### config.mk
export PLATFORM = sky130hd
export DESIGN_NAME = sorted_priority_queue_core
export DESIGN_NICKNAME = d
export VERILOG_FILES = /design/src/spq_pkg.sv /design/src/sorted_priority_queue_core.sv /design/src/spq_ram.sv /design/src/spq_seq.sv
export SDC_FILE = /design/constraint.sdc
export NUM_CORES = 1
export LEC_CHECK = 0
export BUFFER_PORTS_ARGS = -buffer_cell sky130_fd_sc_hd__buf_2
export CAP_MARGIN = 20
export CORE_MARGIN = 8
export CORE_UTILIZATION = 45
export DETAILED_ROUTE_END_ITERATION = 8
export SETUP_SLACK_MARGIN = 0.15
export SLEW_MARGIN = 20
export SYNTH_ARGS = -nofsm -noshare
export SYNTH_HDL_FRONTEND = slang
export SYNTH_HIERARCHICAL = 1
export SYNTH_SLANG_ARGS = --single-unit
### constraint.sdc
create_clock -name clk -period 7.1 [get_ports clk]
set_clock_uncertainty 0.1 [all_clocks]
set_input_delay 1.065 -clock clk [delete_from_list [all_inputs] [get_ports clk]]
set_output_delay 1.065 -clock clk [all_outputs]
set_load 0.03 [all_outputs]
### src/spq_pkg.sv
// shared types and constants for the sorted priority queue
package spq_pkg;

  localparam int CAPACITY = 16;
  localparam int IDX_W    = (CAPACITY > 1) ? $clog2(CAPACITY) : 1;
  localparam int CNT_W    = $clog2(CAPACITY + 1);
  localparam int DATA_W   = 32;

  localparam logic [CNT_W-1:0] CNT_FULL = CNT_W'(CAPACITY);

  typedef enum logic {
    KIND_STORE    = 1'b0,
    KIND_RETRIEVE = 1'b1
  } kind_t;

  typedef enum logic [1:0] {
    STATUS_OK    = 2'd0,
    STATUS_EMPTY = 2'd1,
    STATUS_FULL  = 2'd2
  } status_t;

  typedef struct packed {
    kind_t                    kind;
    logic signed [DATA_W-1:0] value;
  } request_t;

  typedef struct packed {
    logic signed [DATA_W-1:0] result_value;
    status_t                  status;
  } result_t;

  // entry memory control from the sequencer
  typedef struct packed {
    logic              we;
    logic [IDX_W-1:0]  waddr;
    logic [DATA_W-1:0] wdata;
    logic [IDX_W-1:0]  raddr;
  } ram_ctrl_t;

endpackage

### src/sorted_priority_queue_core.sv
// top level of the sorted min-first priority queue
//
// usage:
//   a request (kind, value) is taken at a rising edge with start high and
//   busy low. kind store inserts value in ascending order, ahead of equal
//   values already held; kind retrieve removes the smallest value.
//   every request gives one result (result_value, status) on the result
//   port for exactly one cycle, marked by done. the receiver cannot stall.
// steps:
//   store into full or empty queue, retrieve from empty queue: answered from idle
//   store: scan down from the top, moving each entry >= value one slot up;
//     the scan always ends with one write of the new value
//   retrieve: read the head, then move each remaining entry one slot down
//   done rises the cycle after the last step; busy is low in that cycle,
//   so the next request may be taken alongside the result.
// rate: one entry slot per cycle, set by the single compare/move unit and
//   the one write and one registered read port of the entry memory.
// reset: synchronous; empties the queue and drops any request in flight.
module sorted_priority_queue_core (
  input  logic              clk,
  input  logic              rst,
  input  logic              start,
  output logic              busy,
  input  spq_pkg::request_t request,
  output logic              done,
  output spq_pkg::result_t  result
);

  spq_pkg::ram_ctrl_t          ram;
  logic [spq_pkg::DATA_W-1:0]  rdata;

  // sequencer
  spq_seq u_seq (
    .clk     (clk),
    .rst     (rst),
    .start   (start),
    .busy    (busy),
    .request (request),
    .done    (done),
    .result  (result),
    .ram     (ram),
    .rdata   (rdata)
  );

  // entry memory
  spq_ram #(
    .WIDTH (spq_pkg::DATA_W),
    .DEPTH (spq_pkg::CAPACITY)
  ) u_ram (
    .clk   (clk),
    .we    (ram.we),
    .waddr (ram.waddr),
    .wdata (ram.wdata),
    .raddr (ram.raddr),
    .rdata (rdata)
  );

  // a result always comes with the block ready again
  a_done_idle: assert property (@(posedge clk) disable iff (rst)
    done |-> !busy)
    else $error("result strobe while busy");

  // an accepted request either gives its result next or keeps the block busy
  a_accept_progress: assert property (@(posedge clk) disable iff (rst)
    (start && !busy) |=> (busy || done))
    else $error("accepted request lost");

  // leaving busy always delivers a result
  a_fell_done: assert property (@(posedge clk) disable iff (rst)
    $fell(busy) |-> done)
    else $error("request finished without result");

  // failed requests return zero
  a_fail_zero: assert property (@(posedge clk) disable iff (rst)
    (done && (result.status != spq_pkg::STATUS_OK)) |-> (result.result_value == '0))
    else $error("nonzero value with error status");

endmodule

### src/spq_ram.sv
// generic single write port memory with registered read
module spq_ram #(
  parameter int WIDTH = 32,
  parameter int DEPTH = 16,
  parameter int ADDR_W = (DEPTH > 1) ? $clog2(DEPTH) : 1
) (
  input  logic              clk,
  input  logic              we,
  input  logic [ADDR_W-1:0] waddr,
  input  logic [WIDTH-1:0]  wdata,
  input  logic [ADDR_W-1:0] raddr,
  output logic [WIDTH-1:0]  rdata
);

  logic [WIDTH-1:0] mem [DEPTH];

  // write port
  always_ff @(posedge clk) begin
    if (we) begin
      mem[waddr] <= wdata;
    end
  end

  // registered read port
  always_ff @(posedge clk) begin
    rdata <= mem[raddr];
  end

endmodule

### src/spq_seq.sv
// sequencer: walks the sorted entries one slot a cycle through one comparator
module spq_seq (
  input  logic                           clk,
  input  logic                           rst,
  input  logic                           start,
  output logic                           busy,
  input  spq_pkg::request_t              request,
  output logic                           done,
  output spq_pkg::result_t               result,
  output spq_pkg::ram_ctrl_t             ram,
  input  logic [spq_pkg::DATA_W-1:0]     rdata
);

  typedef enum logic [4:0] {
    S_IDLE  = 5'b00001,
    S_SCAN  = 5'b00010,
    S_PLACE = 5'b00100,
    S_HEAD  = 5'b01000,
    S_SHIFT = 5'b10000
  } state_t;

  state_t                          state, state_next;
  logic [spq_pkg::IDX_W-1:0]       idx, idx_next;
  logic [spq_pkg::CNT_W-1:0]       occupancy, occupancy_next;
  logic signed [spq_pkg::DATA_W-1:0] item_value;
  logic                            done_next;
  spq_pkg::result_t                result_next;
  logic                            accept;
  logic                            keep_going;
  logic                            last_shift;

  assign accept = start && (state == S_IDLE);
  assign busy   = (state != S_IDLE);

  // single comparator: the held entry stays behind the new value while >= it
  assign keep_going = ($signed(rdata) >= item_value);

  // last slot of the retrieve shift
  assign last_shift = (spq_pkg::CNT_W'(idx) == (occupancy - spq_pkg::CNT_W'(1)));

  // sequencer next state and memory control
  always_comb begin
    state_next     = state;
    idx_next       = idx;
    occupancy_next = occupancy;
    done_next      = 1'b0;
    result_next    = result;
    ram.we         = 1'b0;
    ram.waddr      = idx;
    ram.wdata      = rdata;
    ram.raddr      = '0;
    unique case (state)
      S_IDLE: begin
        if (start) begin
          if (request.kind == spq_pkg::KIND_STORE) begin
            result_next.result_value = '0;
            if (occupancy == spq_pkg::CNT_FULL) begin
              result_next.status = spq_pkg::STATUS_FULL;
              done_next          = 1'b1;
            end else if (occupancy == '0) begin
              ram.we             = 1'b1;
              ram.waddr          = '0;
              ram.wdata          = request.value;
              occupancy_next     = occupancy + spq_pkg::CNT_W'(1);
              result_next.status = spq_pkg::STATUS_OK;
              done_next          = 1'b1;
            end else begin
              idx_next   = occupancy[spq_pkg::IDX_W-1:0];
              ram.raddr  = occupancy[spq_pkg::IDX_W-1:0] - spq_pkg::IDX_W'(1);
              state_next = S_SCAN;
            end
          end else begin
            if (occupancy == '0) begin
              result_next.result_value = '0;
              result_next.status       = spq_pkg::STATUS_EMPTY;
              done_next                = 1'b1;
            end else begin
              ram.raddr  = '0;
              state_next = S_HEAD;
            end
          end
        end
      end
      S_SCAN: begin
        ram.we = 1'b1;
        if (keep_going) begin
          // move the entry one slot up and look one slot lower
          ram.wdata = rdata;
          if (idx == spq_pkg::IDX_W'(1)) begin
            idx_next   = '0;
            state_next = S_PLACE;
          end else begin
            idx_next  = idx - spq_pkg::IDX_W'(1);
            ram.raddr = idx - spq_pkg::IDX_W'(2);
          end
        end else begin
          ram.wdata          = item_value;
          occupancy_next     = occupancy + spq_pkg::CNT_W'(1);
          result_next.status = spq_pkg::STATUS_OK;
          done_next          = 1'b1;
          state_next         = S_IDLE;
        end
      end
      S_PLACE: begin
        ram.we             = 1'b1;
        ram.waddr          = '0;
        ram.wdata          = item_value;
        occupancy_next     = occupancy + spq_pkg::CNT_W'(1);
        result_next.status = spq_pkg::STATUS_OK;
        done_next          = 1'b1;
        state_next         = S_IDLE;
      end
      S_HEAD: begin
        // smallest entry is out; close the gap if more remain
        result_next.result_value = rdata;
        result_next.status       = spq_pkg::STATUS_OK;
        if (occupancy == spq_pkg::CNT_W'(1)) begin
          occupancy_next = '0;
          done_next      = 1'b1;
          state_next     = S_IDLE;
        end else begin
          idx_next   = spq_pkg::IDX_W'(1);
          ram.raddr  = spq_pkg::IDX_W'(1);
          state_next = S_SHIFT;
        end
      end
      S_SHIFT: begin
        ram.we    = 1'b1;
        ram.waddr = idx - spq_pkg::IDX_W'(1);
        ram.wdata = rdata;
        if (last_shift) begin
          occupancy_next = occupancy - spq_pkg::CNT_W'(1);
          done_next      = 1'b1;
          state_next     = S_IDLE;
        end else begin
          idx_next  = idx + spq_pkg::IDX_W'(1);
          ram.raddr = idx + spq_pkg::IDX_W'(1);
        end
      end
      default: begin
        state_next = S_IDLE;
      end
    endcase
  end

  // control registers
  always_ff @(posedge clk) begin
    if (rst) begin
      state     <= S_IDLE;
      occupancy <= '0;
      done      <= 1'b0;
    end else begin
      state     <= state_next;
      occupancy <= occupancy_next;
      done      <= done_next;
    end
  end

  // payload registers
  always_ff @(posedge clk) begin
    idx    <= idx_next;
    result <= result_next;
    if (accept) begin
      item_value <= request.value;
    end
  end

endmodule
==> impl_metrics.sql, run 1 <==
INSERT INTO impl_metrics (metric_group, metric, value, unit) VALUES
('route', 'routed_wl', '63800', 'um'),
('yosys', 'synth-edff-count', '582', ''),
('cells_and_area', 'postLayoutCellArea', '28800', 'um^2'),
('sta', 'min_period_over_period', '74.8', '%'),
('critical_path', 'path_cells', 'ha_1 -> nand4_1 -> nor4_1 -> nand2_1 -> a31oi_1 -> or2_1 -> nand2_1 -> o221ai_4 -> buf_4 -> buf_4 -> mux4_2 -> a22oi_1 -> nand2_1', ''),
('critical_path', 'critical-path-top-delay-family', 'simple AND/OR/NAND/NOR gates', ''),
('yosys', 'yosys_most_used_dff', 'edfxtp_1', ''),
('critical_path', 'critical_path_class', 'reg2reg', ''),
('placement', 'finalWeightedCongestion', '0.844', ''),
('critical_path', 'slowest_delay', '0.63', 'ns'),
('power_and_ir_drop', 'max-vdd-ir-drop', '0.256', 'mV'),
('cts', 'path_clk_slew', '0.06', 'ns'),
('global_route', 'grt_antenna_before_repair', '3', ''),
('placement', 'port-buffer-count', '71', ''),
('global_route', 'grt.overflow.total', '0', ''),
('cts', 'cts_inserted_buffers', '68', ''),
('sta', 'setup_total_negative_slack', '0', 'ns'),
('cts', 'clk_latency', '0.59', 'ns'),
('sta', 'timing.final.crit_period', '5.31', 'ns'),
('critical_path', 'cp_slowest_cell', 'buf_4', ''),
('yosys', 'post_synth_num_cell_types', '68', ''),
('placement', 'dp_hpwl', '36800', 'um'),
('cts', 'post_cts_resized', '0', ''),
('floorplan', 'row_count', '86', ''),
('cells_and_area', 'nets', '1546', ''),
('power_and_ir_drop', 'p_leak', '9.60', 'nW'),
('sta', 'achievable-frequency', '188', 'MHz'),
('critical_path', 'critical-path-top-cell-by-count', 'nand2_1', ''),
('cts', 'clock_path_buffers', '3', ''),
('critical_path', 'critPathCaptureType', 'register', ''),
('global_route', 'grt_usage', '20.0', '%'),
('yosys', 'synth-compound-area-share', '6.17', '%'),
('cts', 'cts.root.buffer_cell', 'clkbuf_16', ''),
('cts', 'ctsHtreeMaxLevel', '3', ''),
('floorplan', 'core_region_area', '55100', 'um^2'),
('yosys', 'ys_ff_latch', '625', ''),
('yosys', 'largest_family_of_logic_cells_by_synthesized_area', 'multiplexers', ''),
('sta', 'setup_repair_after_global_routing_missed_its_margin', 'no', ''),
('floorplan', 'top_level_ports', '72', ''),
('power_and_ir_drop', 'internal_power', '8.64', 'mW'),
('power_and_ir_drop', 'clock_share_of_power', '26.9', '%'),
('yosys', 'synth_xor_xnor_area_share', '0.264', '%'),
('cts', 'post_cts_buffers', '0', ''),
('route', 'avgRoutedWirePerCell', '28.1', 'um'),
('floorplan', 'design.die.area', '63600', 'um^2'),
('route', 'ant_nets', '0', ''),
('floorplan', 'die_width', '252', 'um'),
('critical_path', 'path_max_fanout', '41', ''),
('route', 'drtPass1Iterations', '5', ''),
('yosys', 'synth_adder_area_share', '2.04', '%'),
('yosys', 'synth-simple-area-share', '4.87', '%'),
('yosys', 'syn-cell-area', '25100', 'um^2'),
('global_route', 'grt_max_degree', '61', ''),
('yosys', 'ys_warn_count', '6', ''),
('yosys', 'syn_nets', '1442', ''),
('critical_path', 'worstPathArrival', '5.67', 'ns'),
('critical_path', 'critPathRequiredTime', '7.46', 'ns'),
('power_and_ir_drop', 'switching_power', '4.21', 'mW'),
('sta', 'finalMaxSlewViolations', '0', ''),
('cts', 'tritoncts', 'done', ''),
('yosys', 'netlist.top_cell.by_area', 'edfxtp_1', ''),
('outcome', 'outcome', 'finished clean', ''),
('cells_and_area', 'fillerInstances', '4425', ''),
('hold_path', 'hold_path_depth', '2', ''),
('cells_and_area', 'fraction_of_layout_instances_using_a_drive_strength_above_1', '25.0', '%'),
('power_and_ir_drop', 'switching_share', '32.8', '%'),
('critical_path', 'path_buf_inv', '2', ''),
('critical_path', 'worstSetupStartpointType', 'register', ''),
('critical_path', 'critical_path_depth', '13', ''),
('sta', 'transition_time_of_the_tightest_slew_check_pin', '1.19', 'ns'),
('hold_path', 'hold_class', 'reg2reg', '');
[logic make-up after synthesis]
group,Yosys count
compound gates,213
xor+xnor,6
fa+ha+maj,41
buf+inv,118
flops,625
mux,130
simple gates,232
[power groups by stage]
| stage | combinational, mW | sequential, mW | clock [mW] |
|---|---|---|---|
| after global routing | 4.05 | 5.71 | 3.66 |
| after CTS | 3.72 | 5.67 | 3.52 |
| final | 3.73 | 5.67 | 3.45 |
| after detailed placement | 3.72 | 5.74 | 0 |
| after floorplan | 2.35 | 5.77 | 0 |
| after global placement | 3.62 | 5.73 | 0 |
[layout make-up]
class                           instances  area (um^2)  share of cell area, %
Clock buffer                           89         1870                   6.52
Tap cell                              748          936                   3.25
Sequential cell                       625        18300                   63.7
Antenna cell                            1         2.50                0.00870
Timing Repair Buffer                  105          661                   2.30
Inverter                               47          176                  0.613
Multi-Input combinational cell        622         6470                   22.5
Clock inverter                         33          307                   1.07
[worst register-to-register path, delay by kind of cell (launching register included)]
kind,cells,cell delay [ns]
AOI/OAI and AO/OA,3,1.06
adders and majority gates,1,0.34
buffers and inverters,2,1.07
DFF,1,0.37
and+or+nand+nor,6,1.80
muxes,1,0.44
[routing by layer]
metal	GRT usage, %	vias up	share of wire [%]	wire (um)
met5	0	-	0	0
met4	6.68	0	2.4	1540
met3	4.22	99	8.9	5690
met2	31.0	628	46	29500
met1	28.2	7129	42	27100
li1	-	5766	-	-
[placed cells by master, fill, tap and decap left out, types with 13 or more instances in the layout]
cell type  Yosys  final
a21oi_1       49     49
a221o_1       29     29
a22oi_1       64     64
and2_1        24     23
and3_1        33     32
buf_2         19     71
buf_4         11     30
clkbuf_1      29     15
clkbuf_16      0     71
dfxtp_1       43     43
edfxtp_1     582    582
ha_1          41     41
inv_1         47     46
mux4_2       128    128
nand2_1       68     68
nand3_1       13     13
nor2_1        43     30
nor2_4         2     15
o21ai_0       24     21
[flip-flops by register name, indices dropped and copies added (netlist names)]
register and count:
u_seq/state 5, u_seq/occupancy 5, u_seq/item_value 32, u_seq/result 34, u_ram/mem 512, u_ram/rdata 32, u_seq/done 1, u_seq/idx 4
[path summary, 6_finish.rpt]
path	startpoint	endpoint	slack [ns]
worst min-delay path	u_ram/rdata[0]$_DFF_P_	u_seq/result[2]$_SDFFCE_PN0P_	0.50
worst max-delay path	u_ram/rdata[31]$_DFF_P_	u_ram/rdata[13]$_DFF_P_	1.79
worst max register to register	u_ram/rdata[31]$_DFF_P_	u_ram/rdata[13]$_DFF_P_	1.79
worst min register to register	u_ram/rdata[0]$_DFF_P_	u_seq/result[2]$_SDFFCE_PN0P_	0.50
[stage by stage]
step	total power, mW	setup slack [ns]	hold slack (ns)	std cells	utilization (%)
after detailed placement	9.46	1.89	0.485	2146	48.2
after global placement	9.35	2.02	0.482	2146	48.2
after floorplan	8.13	1.89	0.423	1365	-
after global routing	13.4	1.52	0.518	2269	52.2
after CTS	12.9	1.86	0.495	2268	52.1
final	12.9	1.79	0.497	2270	52.2
Power figures use the tool's default switching activity.
==> inputs of run 2 (changes only) <==
Clock period 7.1 ns to 5.35 ns, I/O delays scaled along.
==> impl_metrics.sql, run 2 (synthesis gave the netlist of run 1 again) <==
INSERT INTO impl_metrics (metric_group, metric, value, unit) VALUES
('cells_and_area', 'max_flop_register', 'u_ram/mem', ''),
('cells_and_area', 'final_common_cell', 'edfxtp_1', ''),
('cells_and_area', 'nets', '1569', ''),
('cells_and_area', 'top_regs', 'u_ram/mem x512, u_seq/result x34', ''),
('route', 'drc_errors', '0', ''),
('global_route', 'first_global_vias', '13800', ''),
('sta', 'transition_time_of_the_tightest_slew_check_pin', '1.12', 'ns'),
('critical_path', 'cp_slowest_cell', 'and2_2', ''),
('cells_and_area', 'final_cell_mix', '582 x edfxtp_1, 128 x mux4_2, 72 x clkbuf_16', ''),
('cells_and_area', 'fraction_of_layout_instances_using_a_drive_strength_above_1', '25.9', '%'),
('flow_run', 'timing.max_cap.violations', '0', ''),
('global_route', 'grt_max_degree', '47', ''),
('placement', 'dp_hpwl', '37600', 'um'),
('power_and_ir_drop', 'power.total', '17.1', 'mW'),
('hold_path', 'hold_class', 'in2reg', ''),
('critical_path', 'path_max_fanout', '32', ''),
('cells_and_area', 'largest_reg_flops', '512', ''),
('placement', 'pre_cts_slack', '0.241', 'ns'),
('cts', 'tritoncts', 'done', ''),
('global_route', 'grt.overflow.total', '0', ''),
('floorplan', 'initial_utilization', '45.6', '%'),
('critical_path', 'worstPathArrival', '5.20', 'ns'),
('sta', 'setup_total_negative_slack', '0', 'ns'),
('cells_and_area', 'fin_util', '52.8', '%'),
('floorplan', 'design.die.area', '63600', 'um^2'),
('cts', 'path_clk_slew', '0.06', 'ns'),
('critical_path', 'slowest_delay', '1.02', 'ns'),
('sta', 'worst_slew_margin_rel', '25.0', '%'),
('sta', 'hold-worst-slack', '0.302', 'ns'),
('critical_path', 'critPathRequiredTime', '5.78', 'ns'),
('sta', 'achievable-frequency', '210', 'MHz'),
('sta', 'timing.final.crit_period', '4.77', 'ns'),
('sta', 'hold_viol', '0', ''),
('cells_and_area', 'syn2layout_area_growth', '15.9', '%'),
('cts', 'clk_latency', '0.61', 'ns'),
('sta', 'finalMaxSlewViolations', '0', ''),
('cts', 'cts.root.buffer_cell', 'clkbuf_16', ''),
('route', 'drt_iter0_drc', '1231', ''),
('floorplan', 'die_width', '252', 'um'),
('cells_and_area', 'finalNonFillerCells', '2298', ''),
('placement', 'finalWeightedCongestion', '0.842', ''),
('floorplan', 'core_region_area', '55100', 'um^2'),
('placement', 'dpl-instance-area', '26900', 'um^2'),
('placement', 'place.detailed.instances', '2169', ''),
('cts', 'cts_sink_count', '625', ''),
('critical_path', 'worstSetupStartpointType', 'register', ''),
('cells_and_area', 'fillerInstances', '4417', ''),
('critical_path', 'critPathCaptureType', 'register', ''),
('floorplan', 'row_count', '86', ''),
('outcome', 'outcome', 'finished clean', ''),
('route', 'drtPass1Iterations', '5', ''),
('cts', 'post_cts_buffers', '0', ''),
('power_and_ir_drop', 'p_leak', '9.75', 'nW'),
('critical_path', 'critical_path_class', 'reg2reg', ''),
('power_and_ir_drop', 'p_per_area', '588', 'nW/um^2'),
('floorplan', 'vertical_die_dimension', '252', 'um'),
('sta', 'setup_repair_after_global_routing_missed_its_margin', 'no', ''),
('placement', 'port-buffer-count', '71', ''),
('cts', 'cts_inserted_buffers', '69', ''),
('route', 'ant_nets', '0', ''),
('global_route', 'grt_usage', '20.1', '%'),
('power_and_ir_drop', 'max-vdd-ir-drop', '0.265', 'mV'),
('floorplan', 'top_level_ports', '72', ''),
('global_route', 'grt_antenna_before_repair', '5', ''),
('route', 'route.vias.total', '13700', ''),
('global_route', 'grt_first_pass_wirelength', '93000', 'um'),
('route', 'viasPerCell', '5.97', ''),
('cts', 'ctsHtreeMaxLevel', '3', ''),
('sta', 'min_period_over_period', '89.2', '%'),
('sta', 'final-setup-viol-count', '0', ''),
('sta', 'post-route-worst-setup-slack', '0.580', 'ns'),
('route', 'avgRoutedWirePerCell', '27.9', 'um'),
('cells_and_area', 'postLayoutCellArea', '29100', 'um^2'),
('critical_path', 'path_cells', 'inv_1 -> ha_1 -> nand4_1 -> nor4_2 -> nand2_1 -> a31oi_1 -> or2_2 -> nand2_1 -> o221ai_1 -> and2_2 -> a22oi_1 -> nand2_1', ''),
('cts', 'clock_path_buffers', '3', ''),
('route', 'routed_wl', '64100', 'um'),
('critical_path', 'critical-path-top-cell-by-count', 'nand2_1', '');
[run 2: area by class of cell]
type | count | area [um^2] | area share [%]
inverter | 47 | 176 | 0.606
multi-input combinational | 622 | 6460 | 22.2
clock buffer | 99 | 1970 | 6.78
tap | 748 | 936 | 3.22
clock inverter | 27 | 208 | 0.714
antenna | 3 | 7.51 | 0.0258
timing repair buffer | 127 | 1000 | 3.44
sequential | 625 | 18300 | 63.0
[run 2: critical path: cells and delay by family (launching register included)]
family | cells | cell delay [ns]
compound gates | 3 | 1.14
buf+inv | 1 | 0.05
flops | 1 | 0.35
simple gates | 7 | 2.73
fa+ha+maj | 1 | 0.30
[run 2: final timing paths]
kind | from | end | slack, ns | cells after the start
worst min register to register | u_ram/rdata[0]$_DFF_P_ | u_seq/result[2]$_SDFFCE_PN0P_ | 0.49 | 2
worst min-delay path | request[0] | u_seq/item_value[0]$_DFFE_PP_ | 0.30 | 1
worst max-delay path | u_seq/item_value[31]$_DFFE_PP_ | u_ram/rdata[24]$_DFF_P_ | 0.58 | 12
worst max register to register | u_seq/item_value[31]$_DFFE_PP_ | u_ram/rdata[24]$_DFF_P_ | 0.58 | 12
[run 2: where the power goes]
part / internal [mW] / switching, mW / leakage, nW
Sequential: 7.19 / 0.304 / 5.69
Clock: 2.67 / 1.86 / 1.06
Combinational: 1.67 / 3.44 / 3.01
[run 2: routing by layer]
layer | track usage (%) | routed length [um] | vias to the layer above
li1 | - | - | 5846
met5 | 0 | 13 | -
met1 | 27.5 | 27300 | 7271
met3 | 3.88 | 4560 | 94
met2 | 32.5 | 30900 | 509
met4 | 6.18 | 1340 | 2
[run 2: what timing repair did]
| item | in CTS | in global routing |
|---|---|---|
| gates resized for setup | 0 | 2 |
| hold buffers | 0 | 0 |
| endpoints found under the setup margin | 0 | 32 |
==> inputs of run 3 (changes only) <==
Settings changed: ABC_AREA set to 1, REMOVE_ABC_BUFFERS set to 1.
==> impl_metrics.sql, run 3 <==
INSERT INTO impl_metrics (metric_group, metric, value, unit) VALUES
('sta', 'setup_repair_after_global_routing_missed_its_margin', 'no', ''),
('floorplan', 'row_count', '91', ''),
('global_route', 'grt.overflow.total', '0', ''),
('cells_and_area', 'final_cell_mix', '879 x nand2_1, 582 x edfxtp_1, 491 x inv_1', ''),
('yosys', 'largest_family_of_logic_cells_by_synthesized_area', 'simple AND/OR/NAND/NOR gates', ''),
('yosys', 'ys_warn_count', '6', ''),
('floorplan', 'vertical_die_dimension', '266', 'um'),
('hold_path', 'hold_class', 'in2reg', ''),
('floorplan', 'initial_utilization', '45.6', '%'),
('floorplan', 'top_level_ports', '72', ''),
('cells_and_area', 'final_common_cell', 'nand2_1', ''),
('yosys', 'avgSynthCellArea', '10.0', 'um^2'),
('yosys', 'netlist.top_cell.by_area', 'edfxtp_1', ''),
('sta', 'min_period_over_period', '78.0', '%'),
('outcome', 'outcome', 'finished clean', ''),
('yosys', 'synth-simple-area-share', '21.6', '%'),
('critical_path', 'path_max_fanout', '14', ''),
('placement', 'dp_hpwl', '43200', 'um'),
('global_route', 'grt_first_pass_wirelength', '114000', 'um'),
('critical_path', 'worstSetupStartpointType', 'register', ''),
('route', 'routed_wl', '75800', 'um'),
('yosys', 'ys_ff_latch', '625', ''),
('hold_path', 'min_from', 'request[14]', ''),
('floorplan', 'die_width', '266', 'um'),
('yosys', 'synth_cells', '2810', ''),
('critical_path', 'r2r_end', 'u_ram/rdata[17]$_DFF_P_', ''),
('sta', 'setup_total_negative_slack', '0', 'ns'),
('critical_path', 'critical_path_class', 'reg2reg', ''),
('route', 'drtPass1Iterations', '5', ''),
('cts', 'path_clk_slew', '0.06', 'ns'),
('floorplan', 'design.die.area', '70900', 'um^2'),
('cts', 'cts_inserted_buffers', '68', ''),
('yosys', 'ys_top_cells_by_count', '880 x nand2_1, 582 x edfxtp_1, 493 x inv_1', ''),
('power_and_ir_drop', 'portion_of_total_power_attributed_to_sequential_cells', '42.7', '%'),
('placement', 'finalWeightedCongestion', '0.892', ''),
('placement', 'pre_cts_slack', '1.32', 'ns'),
('power_and_ir_drop', 'switching_share', '36.6', '%'),
('yosys', 'async_reset_ff_share', '0', '%'),
('cells_and_area', 'fillerInstances', '5483', ''),
('global_route', 'grt_max_degree', '129', ''),
('cells_and_area', 'max_flop_register', 'u_ram/mem', ''),
('critical_path', 'worstPathArrival', '4.57', 'ns'),
('cts', 'clk_latency', '0.61', 'ns'),
('route', 'drt_iter0_drc', '1649', ''),
('route', 'viasPerCell', '5.16', ''),
('power_and_ir_drop', 'p_per_area', '549', 'nW/um^2'),
('sta', 'achievable-frequency', '240', 'MHz'),
('route', 'drc_errors', '0', ''),
('yosys', 'synthTopCellsByArea', 'edfxtp_1 62%, nand2_1 12%, nand3_1 7.6%, inv_1 6.6%, dfxtp_1 3.1%', ''),
('global_route', 'grt_antenna_before_repair', '1', ''),
('sta', 'timing.final.crit_period', '4.17', 'ns'),
('yosys', 'most_frequent_cell_after_synthesis', 'nand2_1', ''),
('critical_path', 'critPathCaptureType', 'register', ''),
('flow_run', 'timing.max_cap.violations', '0', ''),
('power_and_ir_drop', 'clock_share_of_power', '26.3', '%'),
('cells_and_area', 'largest_reg_flops', '512', ''),
('cts', 'ctsHtreeMaxLevel', '3', ''),
('sta', 'post-route-worst-setup-slack', '1.18', 'ns'),
('critical_path', 'worst-r2r-setup-slack', '1.18', 'ns'),
('cts', 'cts_sink_count', '625', ''),
('sta', 'transition_time_of_the_tightest_slew_check_pin', '1.09', 'ns'),
('sta', 'worst_slew_margin_rel', '26.7', '%'),
('yosys', 'synth_xor_xnor_area_share', '0.369', '%'),
('floorplan', 'core_region_area', '61800', 'um^2'),
('global_route', 'grt_usage', '21.1', '%'),
('route', 'avgRoutedWirePerCell', '20.1', 'um'),
('cts', 'tritoncts', 'done', ''),
('sta', 'finalMaxSlewViolations', '0', ''),
('hold_path', 'hold_path_end', 'u_seq/item_value[14]$_DFFE_PP_', ''),
('route', 'route.vias.total', '19400', ''),
('cts', 'post_cts_hold_buffer_count', '0', ''),
('critical_path', 'critPathRequiredTime', '5.75', 'ns'),
('yosys', 'synth_adder_area_share', '1.82', '%'),
('yosys', 'post_synth_num_cell_types', '44', ''),
('power_and_ir_drop', 'internal_power', '11.0', 'mW'),
('yosys', 'synthMuxAreaShare', '0', '%'),
('cts', 'clock_path_buffers', '3', ''),
('yosys', 'synth-edff-count', '582', ''),
('yosys', 'synth-compound-area-share', '1.59', '%'),
('cts', 'post_cts_resized', '0', ''),
('yosys', 'yosys_most_used_dff', 'edfxtp_1', ''),
('sta', 'final-setup-viol-count', '0', ''),
('sta', 'hold_viol', '0', ''),
('power_and_ir_drop', 'switching_power', '6.34', 'mW'),
('route', 'ant_nets', '0', ''),
('yosys', 'synth_sequential_area_ratio', '65.1', '%'),
('critical_path', 'ff2ff_path_depth', '16', ''),
('cells_and_area', 'syn2layout_area_growth', '12.1', '%'),
('yosys', 'synth_largest_type_area_fraction', '62.0', '%'),
('cts', 'post_cts_buffers', '0', ''),
('cells_and_area', 'fraction_of_layout_instances_using_a_drive_strength_above_1', '8.58', '%'),
('yosys', 'syn-cell-area', '28200', 'um^2'),
('power_and_ir_drop', 'p_leak', '13.6', 'nW'),
('cts', 'cts.root.buffer_cell', 'clkbuf_16', ''),
('cells_and_area', 'nets', '2948', ''),
('critical_path', 'worst_r2r_startpoint', 'u_ram/rdata[13]$_DFF_P_', ''),
('hold_path', 'hold_path_depth', '1', ''),
('placement', 'port-buffer-count', '71', ''),
('power_and_ir_drop', 'power.total', '17.3', 'mW'),
('power_and_ir_drop', 'max-vdd-ir-drop', '0.332', 'mV'),
('cells_and_area', 'top_regs', 'u_ram/mem x512, u_seq/result x34', ''),
('power_and_ir_drop', 'combPwrFrac', '30.9', '%'),
('global_route', 'first_global_vias', '18400', '');
run 3: cell count changes in the layout (fill, tap and decap cells not counted), moves of 32 or more:
| cell | before | now |
|---|---|---|
| nand3_1 | 13 | 429 |
| nand2_1 | 68 | 879 |
| nor2_1 | 30 | 66 |
| inv_1 | 46 | 491 |
| mux4_2 | 128 | 0 |
| and3_1 | 32 | 0 |
| a22oi_1 | 64 | 1 |
run 3: cell type report:
class                   count  area (um^2)  area share (%)
well taps                 837         1050            3.32
inverters                 502         1890            5.99
flip-flops and latches    625        18300            58.1
clock buffers              90         1880            5.95
multi-input cells        1563         7310            23.2
diodes                      1         2.50         0.00793
clock inverters            36          272           0.860
repair buffers            111          818            2.59
run 3: routing by layer:
metal	up-vias	wire length, um	GRT usage, %
met2	732	34600	33.1
met1	9358	33200	29.4
li1	9225	-	-
met4	0	2000	6.83
met3	105	6050	4.04
met5	-	0	0
run 3: power by group through the flow:
stage | logic (mW) | registers (mW) | clock network [mW]
4_1_cts | 5.36 | 7.40 | 4.63
2_1_floorplan | 3.68 | 7.49 | 0
3_5_place_dp | 5.34 | 7.49 | 0
6_report | 5.36 | 7.40 | 4.56
5_1_grt | 5.92 | 7.45 | 4.81
3_3_place_gp | 5.23 | 7.48 | 0
run 3: kinds of logic (layout without fill, tap and decap cells):
| group | count (synthesis) | after routing |
|---|---|---|
| buf+inv | 622 | 739 |
| flops | 625 | 625 |
| xor+xnor | 11 | 11 |
| other cells | 0 | 1 |
| compound gates | 81 | 81 |
| simple gates | 1430 | 1430 |
| fa+ha+maj | 41 | 41 |
run 3: how the worst max path moves through the flow:
stage / from / end / depth (start not counted)
after CTS: u_ram/rdata[13]$_DFF_P_ / u_ram/rdata[11]$_DFF_P_ / 20
final: u_ram/rdata[13]$_DFF_P_ / u_ram/rdata[17]$_DFF_P_ / 16
after floorplan: u_seq/item_value[31]$_DFFE_PP_ / u_ram/rdata[0]$_DFF_P_ / 18
after detailed placement: u_ram/rdata[13]$_DFF_P_ / u_ram/rdata[11]$_DFF_P_ / 20
after global placement: u_seq/item_value[19]$_DFFE_PP_ / u_ram/rdata[17]$_DFF_P_ / 12
after global routing: u_seq/item_value[13]$_DFFE_PP_ / u_ram/rdata[11]$_DFF_P_ / 21
run 3: stage by stage:
step                area (um^2)  hold slack [ns]  cells  util [%]
floorplan                 27400            0.363   2690         -
global placement          29400            0.393   3638      47.6
detailed placement        29400            0.424   3638      47.6
CTS                       31600            0.280   3764      51.0
global route              31600            0.297   3764      51.0
finish                    31600            0.305   3765      51.1
run 3: worst max-delay path, stage by stage (launching register included):
cell and delay (ns):
dfxtp_1 0.41, ha_1 0.28, nand2_1 0.06, inv_1 0.03, o21ai_0 0.32, nand2_1 0.10
nor2_1 0.18, nand2_1 0.07, nand2_1 0.11, nand3_2 0.14, nand3_2 0.21, nand2_1 0.24
o21bai_4 0.19, clkinv_1 0.86, buf_4 0.55, nand3_1 0.11, nand2_1 0.06
